[src/rtl/core/bsod_pkg.sv]
// Shared types and the box overlap function for the box set overlap detector.
package bsod_pkg;

  // Item kinds
  localparam logic KIND_LOAD = 1'b0;
  localparam logic KIND_TEST = 1'b1;

  // Input item: a reference box load or a probe box test
  typedef struct packed {
    logic              kind;
    logic [3:0]        entry_index;
    logic signed [11:0] box_x;
    logic signed [11:0] box_y;
    logic [10:0]       box_w;
    logic [10:0]       box_h;
    logic              last_probe;
  } box_item_t;

  // Result item of one probe box
  typedef struct packed {
    logic box_hit;
    logic set_hit;
    logic set_done;
  } box_result_t;

  // Stored reference box, 46 bits
  typedef struct packed {
    logic signed [11:0] x;
    logic signed [11:0] y;
    logic [10:0]       w;
    logic [10:0]       h;
  } ref_box_t;

  localparam int unsigned RefBoxWidth = $bits(ref_box_t);

  // Boxes overlap unless one edge separates them; touching edges do not count
  function automatic logic boxes_overlap(ref_box_t a, ref_box_t b);
    logic signed [12:0] la;
    logic signed [12:0] ra;
    logic signed [12:0] ta;
    logic signed [12:0] ba;
    logic signed [12:0] lb;
    logic signed [12:0] rb;
    logic signed [12:0] tb;
    logic signed [12:0] bb;
    la = 13'(a.x);
    ta = 13'(a.y);
    ra = la + $signed({2'b00, a.w});
    ba = ta + $signed({2'b00, a.h});
    lb = 13'(b.x);
    tb = 13'(b.y);
    rb = lb + $signed({2'b00, b.w});
    bb = tb + $signed({2'b00, b.h});
    return !((ba <= tb) || (ta >= bb) || (ra <= lb) || (la >= rb));
  endfunction

endpackage

[src/rtl/core/box_set_overlap_detector.sv]
// Top level of the box set overlap detector: reference table, scan sequencer, result register.
//
// Keeps up to MAX_REF_BOXES reference boxes in a synchronous RAM. A load item
// writes one entry in the cycle it is accepted. A test item scans entries
// 0 .. n-1, where n is ref_count limited to MAX_REF_BOXES, reading one entry
// per cycle from the single RAM read port; it occupies the block through setup,
// the n reads, the read latency, closing the scan and the result hand-off, and
// with n zero it goes from setup straight to closing the scan and the hand-off.
// A held result register adds its stall time. The result goes to an output
// register, so the next item is taken while a result waits. Each test item
// yields one result; set_hit is the OR of all hits since the last test item
// marked last_probe and is reported, then cleared, on that item. Entries that
// were never loaded must not be covered by ref_count.
module box_set_overlap_detector
  import bsod_pkg::*;
#(
  parameter int unsigned MAX_REF_BOXES = 16
) (
  input  logic        clk,
  input  logic        rst,
  input  logic        probe_valid,
  output logic        probe_stall,
  input  box_item_t   probe_item,
  output logic        result_valid,
  input  logic        result_stall,
  output box_result_t result_item,
  input  logic        cfg_valid,
  output logic        cfg_ready,
  input  logic [4:0]  cfg_data
);

  localparam int unsigned AW = (MAX_REF_BOXES > 1) ? $clog2(MAX_REF_BOXES) : 1;
  localparam int unsigned CW = $clog2(MAX_REF_BOXES + 1);
  localparam int unsigned NW = (CW > 5) ? CW : 5;

  localparam logic [1:0] S_IDLE = 2'd0;
  localparam logic [1:0] S_SCAN = 2'd1;
  localparam logic [1:0] S_FIN  = 2'd2;

  logic [1:0]    state;
  logic [4:0]    ref_count;
  ref_box_t      probe;
  logic          last_q;
  logic [CW-1:0] scan_len;
  logic [CW-1:0] issue_cnt;
  logic          rd_pend;
  logic          hit_acc;
  logic          any_hit;

  logic          accept;
  logic          load_we;
  logic [NW-1:0] count_ext;
  logic [NW-1:0] count_sat;
  logic          rd_en;
  logic [RefBoxWidth-1:0] rd_word;
  ref_box_t      entry;
  logic          out_load;
  logic          hit_final;

  // Configuration register
  assign cfg_ready = 1'b1;

  always_ff @(posedge clk) begin
    if (rst) begin
      ref_count <= '0;
    end else if (cfg_valid && cfg_ready) begin
      ref_count <= cfg_data;
    end
  end

  // Accept items only between scans
  assign probe_stall = (state != S_IDLE);
  assign accept      = probe_valid && !probe_stall;
  assign load_we     = accept && (probe_item.kind == KIND_LOAD)
                       && (NW'(probe_item.entry_index) < NW'(MAX_REF_BOXES));

  // Limit the scan length to the table depth
  assign count_ext = NW'(ref_count);
  assign count_sat = (count_ext > NW'(MAX_REF_BOXES)) ? NW'(MAX_REF_BOXES) : count_ext;

  // Issue one table read per scan cycle until scan_len entries are read
  assign rd_en = (state == S_SCAN) && (issue_cnt < scan_len);

  bsod_ram #(
    .WIDTH(RefBoxWidth),
    .DEPTH(MAX_REF_BOXES)
  ) u_ref_ram (
    .clk  (clk),
    .we   (load_we),
    .waddr(AW'(probe_item.entry_index)),
    .wdata({probe_item.box_x, probe_item.box_y, probe_item.box_w, probe_item.box_h}),
    .re   (rd_en),
    .raddr(issue_cnt[AW-1:0]),
    .rdata(rd_word)
  );

  assign entry     = ref_box_t'(rd_word);
  assign out_load  = (state == S_FIN) && (!result_valid || !result_stall);
  assign hit_final = hit_acc;

  // Scan sequencer
  always_ff @(posedge clk) begin
    if (rst) begin
      state   <= S_IDLE;
      rd_pend <= 1'b0;
    end else begin
      unique case (state)
        S_IDLE: begin
          rd_pend <= 1'b0;
          if (accept && (probe_item.kind == KIND_TEST)) begin
            state <= S_SCAN;
          end
        end
        S_SCAN: begin
          rd_pend <= rd_en;
          if (!rd_en && !rd_pend) begin
            state <= S_FIN;
          end
        end
        S_FIN: begin
          rd_pend <= 1'b0;
          if (out_load) begin
            state <= S_IDLE;
          end
        end
        default: begin
          state   <= S_IDLE;
          rd_pend <= 1'b0;
        end
      endcase
    end
  end

  // Latch the probe box and advance the scan
  always_ff @(posedge clk) begin
    if (accept && (probe_item.kind == KIND_TEST)) begin
      probe     <= {probe_item.box_x, probe_item.box_y, probe_item.box_w, probe_item.box_h};
      last_q    <= probe_item.last_probe;
      scan_len  <= CW'(count_sat);
      issue_cnt <= '0;
      hit_acc   <= 1'b0;
    end else if (state == S_SCAN) begin
      if (rd_en) begin
        issue_cnt <= issue_cnt + 1'b1;
      end
      if (rd_pend && boxes_overlap(probe, entry)) begin
        hit_acc <= 1'b1;
      end
    end
  end

  // Sticky set flag: report and clear on the last probe
  always_ff @(posedge clk) begin
    if (rst) begin
      any_hit <= 1'b0;
    end else if (out_load) begin
      if (last_q) begin
        any_hit <= 1'b0;
      end else if (hit_final) begin
        any_hit <= 1'b1;
      end
    end
  end

  // Output register
  always_ff @(posedge clk) begin
    if (rst) begin
      result_valid <= 1'b0;
    end else if (out_load) begin
      result_valid <= 1'b1;
    end else if (!result_stall) begin
      result_valid <= 1'b0;
    end
  end

  always_ff @(posedge clk) begin
    if (out_load) begin
      result_item.box_hit  <= hit_final;
      result_item.set_hit  <= last_q && (any_hit || hit_final);
      result_item.set_done <= last_q;
    end
  end

  // Results appear only after a finished scan
  a_result_from_fin: assert property (@(posedge clk) disable iff (rst)
    $rose(result_valid) |-> $past(state) == S_FIN)
    else $error("result raised without a finished scan");

  // Reads stay inside the scan length
  a_read_in_range: assert property (@(posedge clk) disable iff (rst)
    rd_en |-> (issue_cnt < scan_len) && (scan_len <= CW'(MAX_REF_BOXES)))
    else $error("table read beyond scan length");

  // A set hit is only reported with set_done
  a_set_hit_done: assert property (@(posedge clk) disable iff (rst)
    result_valid |-> (!result_item.set_hit || result_item.set_done))
    else $error("set_hit without set_done");

  // A box hit on the last probe forces the set hit
  a_box_implies_set: assert property (@(posedge clk) disable iff (rst)
    (result_valid && result_item.set_done && result_item.box_hit) |-> result_item.set_hit)
    else $error("box hit lost from set result");

  // The sticky flag clears once the last probe's result is loaded
  a_sticky_clear: assert property (@(posedge clk) disable iff (rst)
    (out_load && last_q) |=> !any_hit)
    else $error("sticky hit flag not cleared");

endmodule

[src/rtl/core/bsod_ram.sv]
// Generic single-port-write, single-port-read RAM with registered read data.
module bsod_ram #(
  parameter int unsigned WIDTH = 46,
  parameter int unsigned DEPTH = 16
) (
  input  logic                                   clk,
  input  logic                                   we,
  input  logic [(DEPTH > 1 ? $clog2(DEPTH) : 1)-1:0] waddr,
  input  logic [WIDTH-1:0]                       wdata,
  input  logic                                   re,
  input  logic [(DEPTH > 1 ? $clog2(DEPTH) : 1)-1:0] raddr,
  output logic [WIDTH-1:0]                       rdata
);

  logic [WIDTH-1:0] mem [DEPTH];

  // Write one word
  always_ff @(posedge clk) begin
    if (we) begin
      mem[waddr] <= wdata;
    end
  end

  // Register the read word
  always_ff @(posedge clk) begin
    if (re) begin
      rdata <= mem[raddr];
    end
  end

endmodule

[config.mk]
export PLATFORM = sky130hd
export DESIGN_NAME = box_set_overlap_detector
export DESIGN_NICKNAME = d
export VERILOG_FILES = /design/src/rtl/core/bsod_pkg.sv /design/src/rtl/core/box_set_overlap_detector.sv /design/src/rtl/core/bsod_ram.sv
export SDC_FILE = /design/constraint.sdc
export NUM_CORES = 1
export LEC_CHECK = 0
export BUFFER_PORTS_ARGS = -buffer_cell sky130_fd_sc_hd__buf_4
export CORE_MARGIN = 8
export CORE_UTILIZATION = 50
export CTS_CLUSTER_DIAMETER = 80
export DETAILED_ROUTE_END_ITERATION = 10
export PLACE_DENSITY = 0.73
export SLEW_MARGIN = 10
export SYNTH_ARGS = -nofsm -noshare
export SYNTH_HDL_FRONTEND = slang
export SYNTH_SLANG_ARGS = --single-unit
[constraint.sdc]
create_clock -name clk -period 10.8 [get_ports clk]
set_input_delay 0 -clock clk [delete_from_list [all_inputs] [get_ports clk]]
set_output_delay 0 -clock clk [all_outputs]
set_load 0.005 [all_outputs]
## Yosys cells after proc, flatten, opt, wreduce, memory -nomap -nowiden

Memory sizes are Yosys's and may differ from the RTL's. A register that Yosys moved wholly into a read port is not among the register bits.
Cells that the tools add are included.

| word-level totals | value |
|---|---|
| register bits after elaboration | 71 |
| RAM bits | 736 |
| input bits | 62 |
| word-level logic and storage cells | 73 |
| memories kept | 1 |

| operators by class | value |
|---|---|
| $add $sub $neg | 5 |
| magnitude comparators | 6 |
| equality and inequality tests | 6 |
| muxes and demuxes | 10 |
| bitwise logic cells | 2 |
| reduce and logical (&&, ||, !) cells | 27 |

Memories:

| name | words | width | read ports | clocked after Yosys merged registers in | wr ports | line | text |
|---|---|---|---|---|---|---|---|
| u_ref_ram.mem | 16 | 46 | 1 | 1 | 1 | bsod_ram.sv:15 | `logic [WIDTH-1:0] mem [DEPTH];` |

Operators by type and width:

| cell | count |
|---|---|
| 12-bit by 12-bit adder with 13-bit output | 4 |
| 12-bit by 13-bit greater-or-equal comparator with 1-bit output | 2 |
| 13-bit by 12-bit less-or-equal comparator with 1-bit output | 2 |
| 1-bit logical AND | 8 |
| 1-bit logical NOT | 6 |
| 1-bit 2-to-1 mux | 6 |
| 2-bit 2-to-1 mux | 3 |
| 2-bit case mux with 3 select lines | 1 |
| 2-bit AND reduction | 3 |
| 5-bit by 1-bit adder with 5-bit output (second input constant) | 1 |
| 5-bit greater-than comparator (second input constant) | 1 |
| 1-bit logical OR | 5 |
| 5-bit < comparator | 1 |
| 2-bit by 1-bit != test with 1-bit output (second input constant) | 2 |
| 2-bit != test (second input constant) | 2 |
| 2-bit nonzero test | 2 |
| 3-bit AND reduction | 1 |
| 2-bit by 1-bit == test with 1-bit output (second input constant) | 1 |
| 2-bit == test (second input constant) | 1 |
| 2-bit logical NOT | 1 |
| 1-bit inverter | 2 |
| 2-bit OR reduction | 1 |

## Depth between registers and ports, before layout

Gate-level depths: netlist (run 1).

| logic depth | value |
|---|---|
| word-level depth | 8 |
| depth in mapped cells | 16 |
| depth with buffers taken out | 16 |

## By module

Synthesis (run 1) repeated with hierarchy kept, for this count alone.

| second synthesis, totals | value |
|---|---|
| cell total of the unflattened synthesis | 1770 |
| area total of the unflattened synthesis | 34615.7 um2 |

By module, submodules not included:

| module | instances | cells each | area each (um2) |
|---|---|---|---|
| bsod_ram | 1 | 1191 | 28954.0 |
| box_set_overlap_detector | 1 | 579 | 5661.7 |

## Least setup slack after synthesis (run 1)

OpenSTA, ideal clock, no wires.

| path | value |
|---|---|
| path type | reg2reg |
| start point | reg state[1] |
| end point | mem u_ref_ram.mem[0][0] (enable) |
| setup time | 0.507 ns |
| arrival | 4.016 ns |
| required time | 10.293 ns |
| setup slack | 6.277 ns |
| cell stages (with the launch flop) | 6 |
| path buffers | 0 |
| period minus slack after synthesis | 4.523 ns |
| cells stage by stage | dfxtp_1 -> nor2_1 -> nand2_1 -> nor3_1 -> nand2b_1 -> nor3_1 |

| between the ends | value |
|---|---|
| cells in the longest elaborated chain, start to end | 6 |

Ends and longest elaborated chain:

| item | line | text |
|---|---|---|
| start: declaration | box_set_overlap_detector.sv:40 | `logic [1:0] state;` |
| start signal: assignment | box_set_overlap_detector.sv:104 | `state <= S_IDLE;` |
| start signal: assignment | box_set_overlap_detector.sv:111 | `state <= S_SCAN;` |
| start signal: assignment | box_set_overlap_detector.sv:117 | `state <= S_FIN;` |
| 2-bit nonzero test | box_set_overlap_detector.sv:72 | `assign probe_stall = (state != S_IDLE);` |
| 1-bit logical NOT | box_set_overlap_detector.sv:73 | `assign accept = probe_valid && !probe_stall;` |
| 1-bit logical AND | box_set_overlap_detector.sv:73 |  |
| 1-bit logical AND | box_set_overlap_detector.sv:74 | `assign load_we = accept && (probe_item.kind == KIND_LOAD)` |
| 1-bit 2-to-1 mux | bsod_ram.sv:19 | `if (we) begin` |
| 1-bit 2-to-1 mux (not written as such) | bsod_ram.sv:20 | `mem[waddr] <= wdata;` |
| end: declaration | bsod_ram.sv:15 |  |

Every way passes these cells.

## Final worst setup path (run 1)

| path | value |
|---|---|
| start point | reg u_ref_ram.rdata[34] (read register of u_ref_ram.mem) |
| end point | reg hit_acc |

| between the ends | value |
|---|---|
| cells in the longest elaborated chain, start to end | 6 |

Ends and longest elaborated chain:

| item | line | text |
|---|---|---|
| start: declaration | bsod_ram.sv:12 | `output logic [WIDTH-1:0] rdata` |
| 12-bit by 12-bit adder with 13-bit output / 13-bit by 12-bit less-or-equal comparator with 1-bit output (equally long branches) | bsod_pkg.sv:52, bsod_pkg.sv:54 |  |
| 12-bit by 13-bit greater-or-equal comparator with 1-bit output / 1-bit logical OR (equally long branches) | bsod_pkg.sv:54 | `return !((ba <= tb) \|\| (ta >= bb) \|\| (ra <= lb) \|\| (la >= rb));` |
| 1-bit logical OR * | bsod_pkg.sv:54 |  |
| 1-bit logical NOT * | bsod_pkg.sv:54 |  |
| 1-bit logical AND * | box_set_overlap_detector.sv:146 | `if (rd_pend && boxes_overlap(probe, entry)) begin` |
| 2-bit AND reduction (no source line) * | n/a |  |
| end signal: assignment | box_set_overlap_detector.sv:141 | `hit_acc <= 1'b0;` |
| end signal: assignment | box_set_overlap_detector.sv:147 | `hit_acc <= 1'b1;` |
| end: declaration | box_set_overlap_detector.sv:47 | `logic hit_acc;` |

Mark *: on every way between the ends. The rest lies on a longest branch, timed or not.
A chain may end at the register's enable or synchronous reset.

==> flow_metrics.env, run 1 <==
export IMPL_status="finished clean"
export IMPL_tightest_slew_ns=1.18
export IMPL_numCtsBuffers=84
export IMPL_worst_path_buf_inv=2
export IMPL_ys_seq_area_share_pct=72.5
export IMPL_place_inst=2657
export IMPL_skew_ns=0.0161
export IMPL_maxSlewHeadroom_pct=21.4
export IMPL_yosys_warnings=0
export IMPL_cp_max_fo=4
export IMPL_ys_flop_type="edfxtp_1"
export IMPL_synth_area_um2=35100
export IMPL_cts_root_buf="clkbuf_16"
export IMPL_nFillCells=5073
export IMPL_seqPwrFrac_pct=46.6
export IMPL_post_synth_top_area_cell="edfxtp_1"
export IMPL_cp_cell_sequence="ha_1, inv_1, fa_1, inv_1, a21o_1, a21oi_1, o211ai_1, a31o_2, a31o_2, ha_1, nand2_1, nor3_1, a21o_1, a31o_2, mux2_1, o41ai_1"
export IMPL_cpMaxStageDelayCell="edfxtp_1"
export IMPL_reg2regPathDepth=16
export IMPL_gp_congestion=0.845
export IMPL_synth_cells=1681
export IMPL_fin_cells=2877
export IMPL_p_sw_share_pct=24.5
export IMPL_ant_nets=0
export IMPL_crit_required_ns=11.33
export IMPL_cts_max_level=3
export IMPL_final_common_cell="edfxtp_1"
export IMPL_clk_latency_ns=0.63
export IMPL_tns_ns=0
export IMPL_area_delta_synth_final_pct=13.9
export IMPL_start_util_pct=50.3
export IMPL_synth_avg_cell_area_um2=20.9
export IMPL_clockBufferDepth=3
export IMPL_drive_gt1_share_pct=21.8
export IMPL_cts_tree="yes"
export IMPL_endpoint_kind="flop"
export IMPL_final_cell_mix="837 x edfxtp_1, 172 x mux4_2, 101 x ha_1"
export IMPL_criticalPathCategory="reg -> reg"
export IMPL_grt_max_degree=77
export IMPL_num_io_pins=68
export IMPL_pre_cts_slack_ns=6.91
export IMPL_fmax_mhz=262
export IMPL_yosysTopAreaCellShare_pct=71.5
export IMPL_dieArea_um2=79000
export IMPL_critical_path_depth=16
export IMPL_cap_violations=0
export IMPL_hold_buffers=63
export IMPL_wl_per_cell_um=27.0
export IMPL_p_int_w=0.00620
export IMPL_grt_pass1_vias=17700
export IMPL_p_per_area_nw_per_um2=205
export IMPL_antenna_cells=0
export IMPL_dieHeight_um=281
export IMPL_dieWidth_um=281
export IMPL_crit_arrival_ns=4.35
export IMPL_hold_path_class="in -> reg"
export IMPL_gr_total_overflow=0
export IMPL_vias=17100
export IMPL_reg2reg_slack_ns=6.98
export IMPL_clockPowerShare_pct=35.0
export IMPL_initialDrtViolationCount=1715
export IMPL_drt_wl_total_mm=77.7
export IMPL_nets=2033
export IMPL_ys_ff_latch=853
export IMPL_num_rows=97
export IMPL_yosys_top_cells_area="edfxtp_1 72%, mux4_2 11%, mux4_1 4.3%, ha_1 3.6%, dfxtp_1 0.91%"
export IMPL_layout_worst_path_cycle_share_pct=35.4
export IMPL_cts_clk_slew_worst_paths_ns=0.06
export IMPL_p_leak_nw=13.1
export IMPL_cpMostUsedCell="a31o_2"
export IMPL_pwr_share_comb_pct=18.4
export IMPL_slowest_delay_ns=0.41
export IMPL_grt_setup_unrepaired="no"
export IMPL_hold_path_depth=3
export IMPL_hpwl_mm=40.9
export IMPL_critPathTopFamily="compound AO/OA/AOI/OAI gates"
export IMPL_power_switching_w=0.00201
export IMPL_setup_ws_ns=6.98
export IMPL_clock_sinks=853
export IMPL_grt_pass1_wl_mm=115
export IMPL_ir_drop_mv=0.159
export IMPL_detail_route_first_pass_iterations=5
export IMPL_postCtsSetupRepairBufs=0
export IMPL_setup_viol=0
export IMPL_synthArstFlopShare_pct=0
export IMPL_coreArea_um2=69800
export IMPL_antenna_found_initial=1
export IMPL_yosysUniqueCellTypes=60
export IMPL_syn_num_nets=1848
export IMPL_hold_viol_final=0
export IMPL_start_kind="flop"
export IMPL_slew_violations=0
export IMPL_io_buffers=66
export IMPL_track_usage_pct=19.8
export IMPL_drc=0
export IMPL_viasPerCell=5.94
export IMPL_fin_crit_ns=3.82
export IMPL_cts_repair_resize_count=0
export IMPL_synth_edf_count=837
## Yosys cell counts (8+ instances only)
cell / instances
a21o_1: 10
nor2_1: 51
o21a_1: 10
mux4_1: 58
mux2i_1: 8
clkbuf_1: 31
nor3_1: 27
ha_1: 101
o211ai_1: 8
edfxtp_1: 837
buf_12: 11
dfxtp_1: 16
nand2b_1: 9
a21oi_1: 41
xnor2_1: 22
mux4_2: 172
o21ai_0: 24
nand2_1: 34
nand3_1: 13
xor2_1: 13
inv_1: 66
nor2b_1: 14
## logic make-up (layout without fill, tap and decap cells)
group	Yosys count	after routing	synth area share (%)
flip-flops	853	853	72.5
buffers and inverters	124	380	2.00
other	1	1	0.0107
AO/OA/AOI/OAI	142	142	2.65
XOR/XNOR	35	35	0.873
adder cells (fa/ha/maj)	105	105	3.83
multiplexers	240	240	15.7
AND/OR/NAND/NOR	181	181	2.53
## state kept, by name, indices dropped and copies added, names as in the netlist
name	cells
u_ref_ram.mem	736
u_ref_ram.rdata	46
probe	46
scan_len	5
count_ext	5
hit_acc	1
state	2
result_valid	1
rd_pend	1
result_item	3
issue_cnt	5
last_q	1
any_hit	1
## cell type report
type | instances | area [um^2] | share of cell area, %
Sequential cell | 853 | 25500 | 63.6
Multi-Input combinational cell | 704 | 9090 | 22.7
Clock buffer | 102 | 2200 | 5.50
Timing Repair Buffer | 157 | 1340 | 3.34
Tap cell | 940 | 1180 | 2.94
Clock inverter | 55 | 513 | 1.28
Inverter | 66 | 249 | 0.622
## power groups by stage
stage / registers [W] / clock network (W) / logic, W
floorplan: 0.00381 / 0 / 0.00132
global placement: 0.00390 / 0 / 0.00148
detailed placement: 0.00390 / 0 / 0.00150
CTS: 0.00383 / 0.00292 / 0.00153
global route: 0.00384 / 0.00304 / 0.00164
finish: 0.00383 / 0.00287 / 0.00151
## path summary, 6_finish.rpt
kind,startpoint,to
max,u_ref_ram.rdata[34],hit_acc
min,probe_item[48],u_ref_ram.mem[4][39]
max reg2reg,u_ref_ram.rdata[34],hit_acc
min reg2reg,issue_cnt[4],issue_cnt[4]
## through the flow
step / utilization, % / power (W) / area (um^2) / hold slack (ns)
3_3_place_gp: 52.6 / 0.00538 / 36700 / 0.186
4_1_cts: 57.4 / 0.00828 / 40000 / 0.0611
5_1_grt: 57.4 / 0.00852 / 40000 / 0.0672
6_report: 57.4 / 0.00821 / 40000 / 0.0796
3_5_place_dp: 52.6 / 0.00540 / 36700 / 0.185
2_1_floorplan: - / 0.00513 / 35100 / 0.0989
## worst reg2reg max path: cells and delay by family (launching register included)
| family | cells | cell delay (ns) |
|---|---|---|
| muxes | 1 | 0.31 |
| adders and majority gates | 3 | 0.76 |
| AOI/OAI and AO/OA | 8 | 1.70 |
| and+or+nand+nor | 2 | 0.39 |
| DFF | 1 | 0.41 |
| buffers and inverters | 2 | 0.13 |
## metal layers
metal / vias up / global-route usage [%] / wire (um)
met1: 8996 / 28.1 / 33500
met5: - / 0 / 16
met2: 570 / 32.0 / 37600
met3: 119 / 3.19 / 4570
met4: 2 / 5.48 / 1940
li1: 7414 / - / -
(Power assumes the default switching activity.)
==> inputs of run 2 (changes only) <==
- PLACE_DENSITY: 0.73 -> 0.75
- clock period: 10.8 -> 3.3 ns (I/O delays scaled with it)
==> run 2 against run 1 <==
  * The run now ends with negative setup slack left
  * Count of clock-buffer cells in the layout is 8 higher
  * Wire length up 1.6%
  * Design area increased by 2.9%
  * Critical path type unchanged
  * Largest cell class unchanged
  * Highest routed layer unchanged
==> flow_metrics.env, run 2 (synthesized netlist as in run 1, its figures left out) <==
export IMPL_grt_max_degree=52
export IMPL_critical_path_depth=14
export IMPL_num_rows=97
export IMPL_top_register="u_ref_ram.mem"
export IMPL_clk_latency_ns=0.63
export IMPL_criticalPathCategory="reg -> reg"
export IMPL_final_cell_mix="837 x edfxtp_1, 172 x mux4_2, 163 x buf_4"
export IMPL_skew_ns=0.0237
export IMPL_cp_cell_sequence="ha_4, buf_4, nand2_1, o211ai_1, a2111oi_2, buf_4, nor2_1, xnor2_1, ha_1, nand3_1, nor3_4, a21oi_1, mux2_4, o41ai_2"
export IMPL_num_io_pins=68
export IMPL_gp_congestion=0.883
export IMPL_nets=2122
export IMPL_grt_setup_unrepaired="yes"
export IMPL_startpoint="u_ref_ram.rdata[24]"
export IMPL_detail_route_first_pass_iterations=5
export IMPL_setup_ws_ns=-0.137
export IMPL_cpMostUsedCell="buf_4"
export IMPL_hold_path_depth=4
export IMPL_holdWs_ns=0.0607
export IMPL_track_usage_pct=20.0
export IMPL_layout_worst_path_cycle_share_pct=104
export IMPL_ir_drop_mv=0.584
export IMPL_crit_arrival_ns=3.97
export IMPL_io_buffers=66
export IMPL_wl_per_cell_um=26.6
export IMPL_crit_required_ns=3.83
export IMPL_dieWidth_um=281
export IMPL_viasPerCell=5.95
export IMPL_slew_violations=0
export IMPL_ant_nets=0
export IMPL_coreArea_um2=69800
export IMPL_p_per_area_nw_per_um2=678
export IMPL_maxSlewHeadroom_pct=29.4
export IMPL_drive_gt1_share_pct=26.5
export IMPL_start_util_pct=50.3
export IMPL_area_delta_synth_final_pct=17.2
export IMPL_hpwl_mm=44.5
export IMPL_hold_path_class="in -> reg"
export IMPL_grt_pass1_wl_mm=117
export IMPL_critPathTopFamily="compound AO/OA/AOI/OAI gates"
export IMPL_tns_ns=-0.137
export IMPL_drc=0
export IMPL_fmax_mhz=291
export IMPL_vias=17600
export IMPL_p_leak_nw=13.7
export IMPL_dieArea_um2=79000
export IMPL_antenna_cells=0
export IMPL_largest_reg_flops=736
export IMPL_cap_violations=0
export IMPL_gr_total_overflow=0
export IMPL_reg2regPathDepth=14
export IMPL_initialDrtViolationCount=1664
export IMPL_status="finished, violations left"
export IMPL_nFillCells=4913
export IMPL_largestRegisters="u_ref_ram.mem (736), probe (46), u_ref_ram.rdata (46)"
export IMPL_cts_tree="yes"
export IMPL_clock_sinks=853
export IMPL_setup_viol=1
export IMPL_endpoint_kind="flop"
export IMPL_cts_root_buf="clkbuf_16"
export IMPL_cts_clk_slew_worst_paths_ns=0.06
export IMPL_antenna_found_initial=4
export IMPL_cts_max_level=3
export IMPL_dieHeight_um=281
export IMPL_numCtsBuffers=85
export IMPL_clockBufferDepth=3
export IMPL_final_common_cell="edfxtp_1"
export IMPL_hp_start="probe_item[51]"
export IMPL_worst_path_buf_inv=2
export IMPL_rr_startpoint="u_ref_ram.rdata[24]"
export IMPL_fin_crit_ns=3.44
export IMPL_grt_pass1_vias=18400
export IMPL_tightest_slew_ns=1.06
export IMPL_cpMaxStageDelayCell="edfxtp_1"
export IMPL_hold_viol_final=0
export IMPL_failed_checks="negative setup slack"
export IMPL_slowest_delay_ns=0.45
export IMPL_start_kind="flop"
export IMPL_drt_wl_total_mm=78.9
export IMPL_cp_max_fo=3
==> run 2: area by class of cell <==
class	count	area [um^2]	area share (%)
inverter	66	248	0.601
tap	940	1180	2.86
clock inverter	44	526	1.28
timing repair buffer	245	2250	5.45
sequential	853	25500	61.8
multi-input combinational	704	9260	22.5
clock buffer	110	2260	5.50
==> run 2: through the flow <==
stage | cells | area (um^2) | utilization [%] | worst slack, ns | power [W]
after global placement | 2741 | 37600 | 53.9 | -0.244 | 0.0182
after detailed placement | 2741 | 37600 | 53.9 | -0.317 | 0.0183
final | 2962 | 41200 | 59.0 | -0.137 | 0.0279
after CTS | 2962 | 41200 | 59.0 | -0.0962 | 0.0281
after global routing | 2962 | 41200 | 59.0 | -0.362 | 0.0289
after floorplan | 1681 | 35200 | - | 0.0118 | 0.0168
==> run 2: where the power goes <==
part | total, W | leakage (nW) | switching (W) | internal, W
combinational | 0.00579 | 4.66 | 0.00268 | 0.00311
sequential | 0.0124 | 7.70 | 0.000225 | 0.0122
clock | 0.00970 | 1.36 | 0.00404 | 0.00567
total | 0.0279 | 13.7 | 0.00694 | 0.0210
==> run 2: routing by layer <==
metal,part of all wire [%],vias up,wire (um),track usage (%)
met1,41,9152,32400,27.3
met4,3.2,4,2510,6.56
li1,-,7590,-,-
met5,0.035,-,28,0
met2,48,716,38000,32.4
met3,7.5,164,5940,4.16
==> run 2: what timing repair did <==
item | CTS | global route
pin swaps | 24 | 8
resized for setup | 27 | 6
hold endpoints to repair | 798 | 0
gates cloned | 0 | 0
buffers inserted | 6 | 0
endpoints found under the setup margin | 1 | 1
hold buffers | 61 | 0
==> run 2: path summary, 6_finish.rpt <==
path,endpoint,slack [ns]
max,hit_acc,-0.14
min,hit_acc,0.06
max reg2reg,hit_acc,-0.14
min reg2reg,issue_cnt[4],0.47
==> run 2: worst min-delay path, delay by kind of cell <==
family	cells	cell delay [ns]
AO/OA/AOI/OAI	1	0.06
buffers and inverters	1	0.12
AND/OR/NAND/NOR	2	0.47
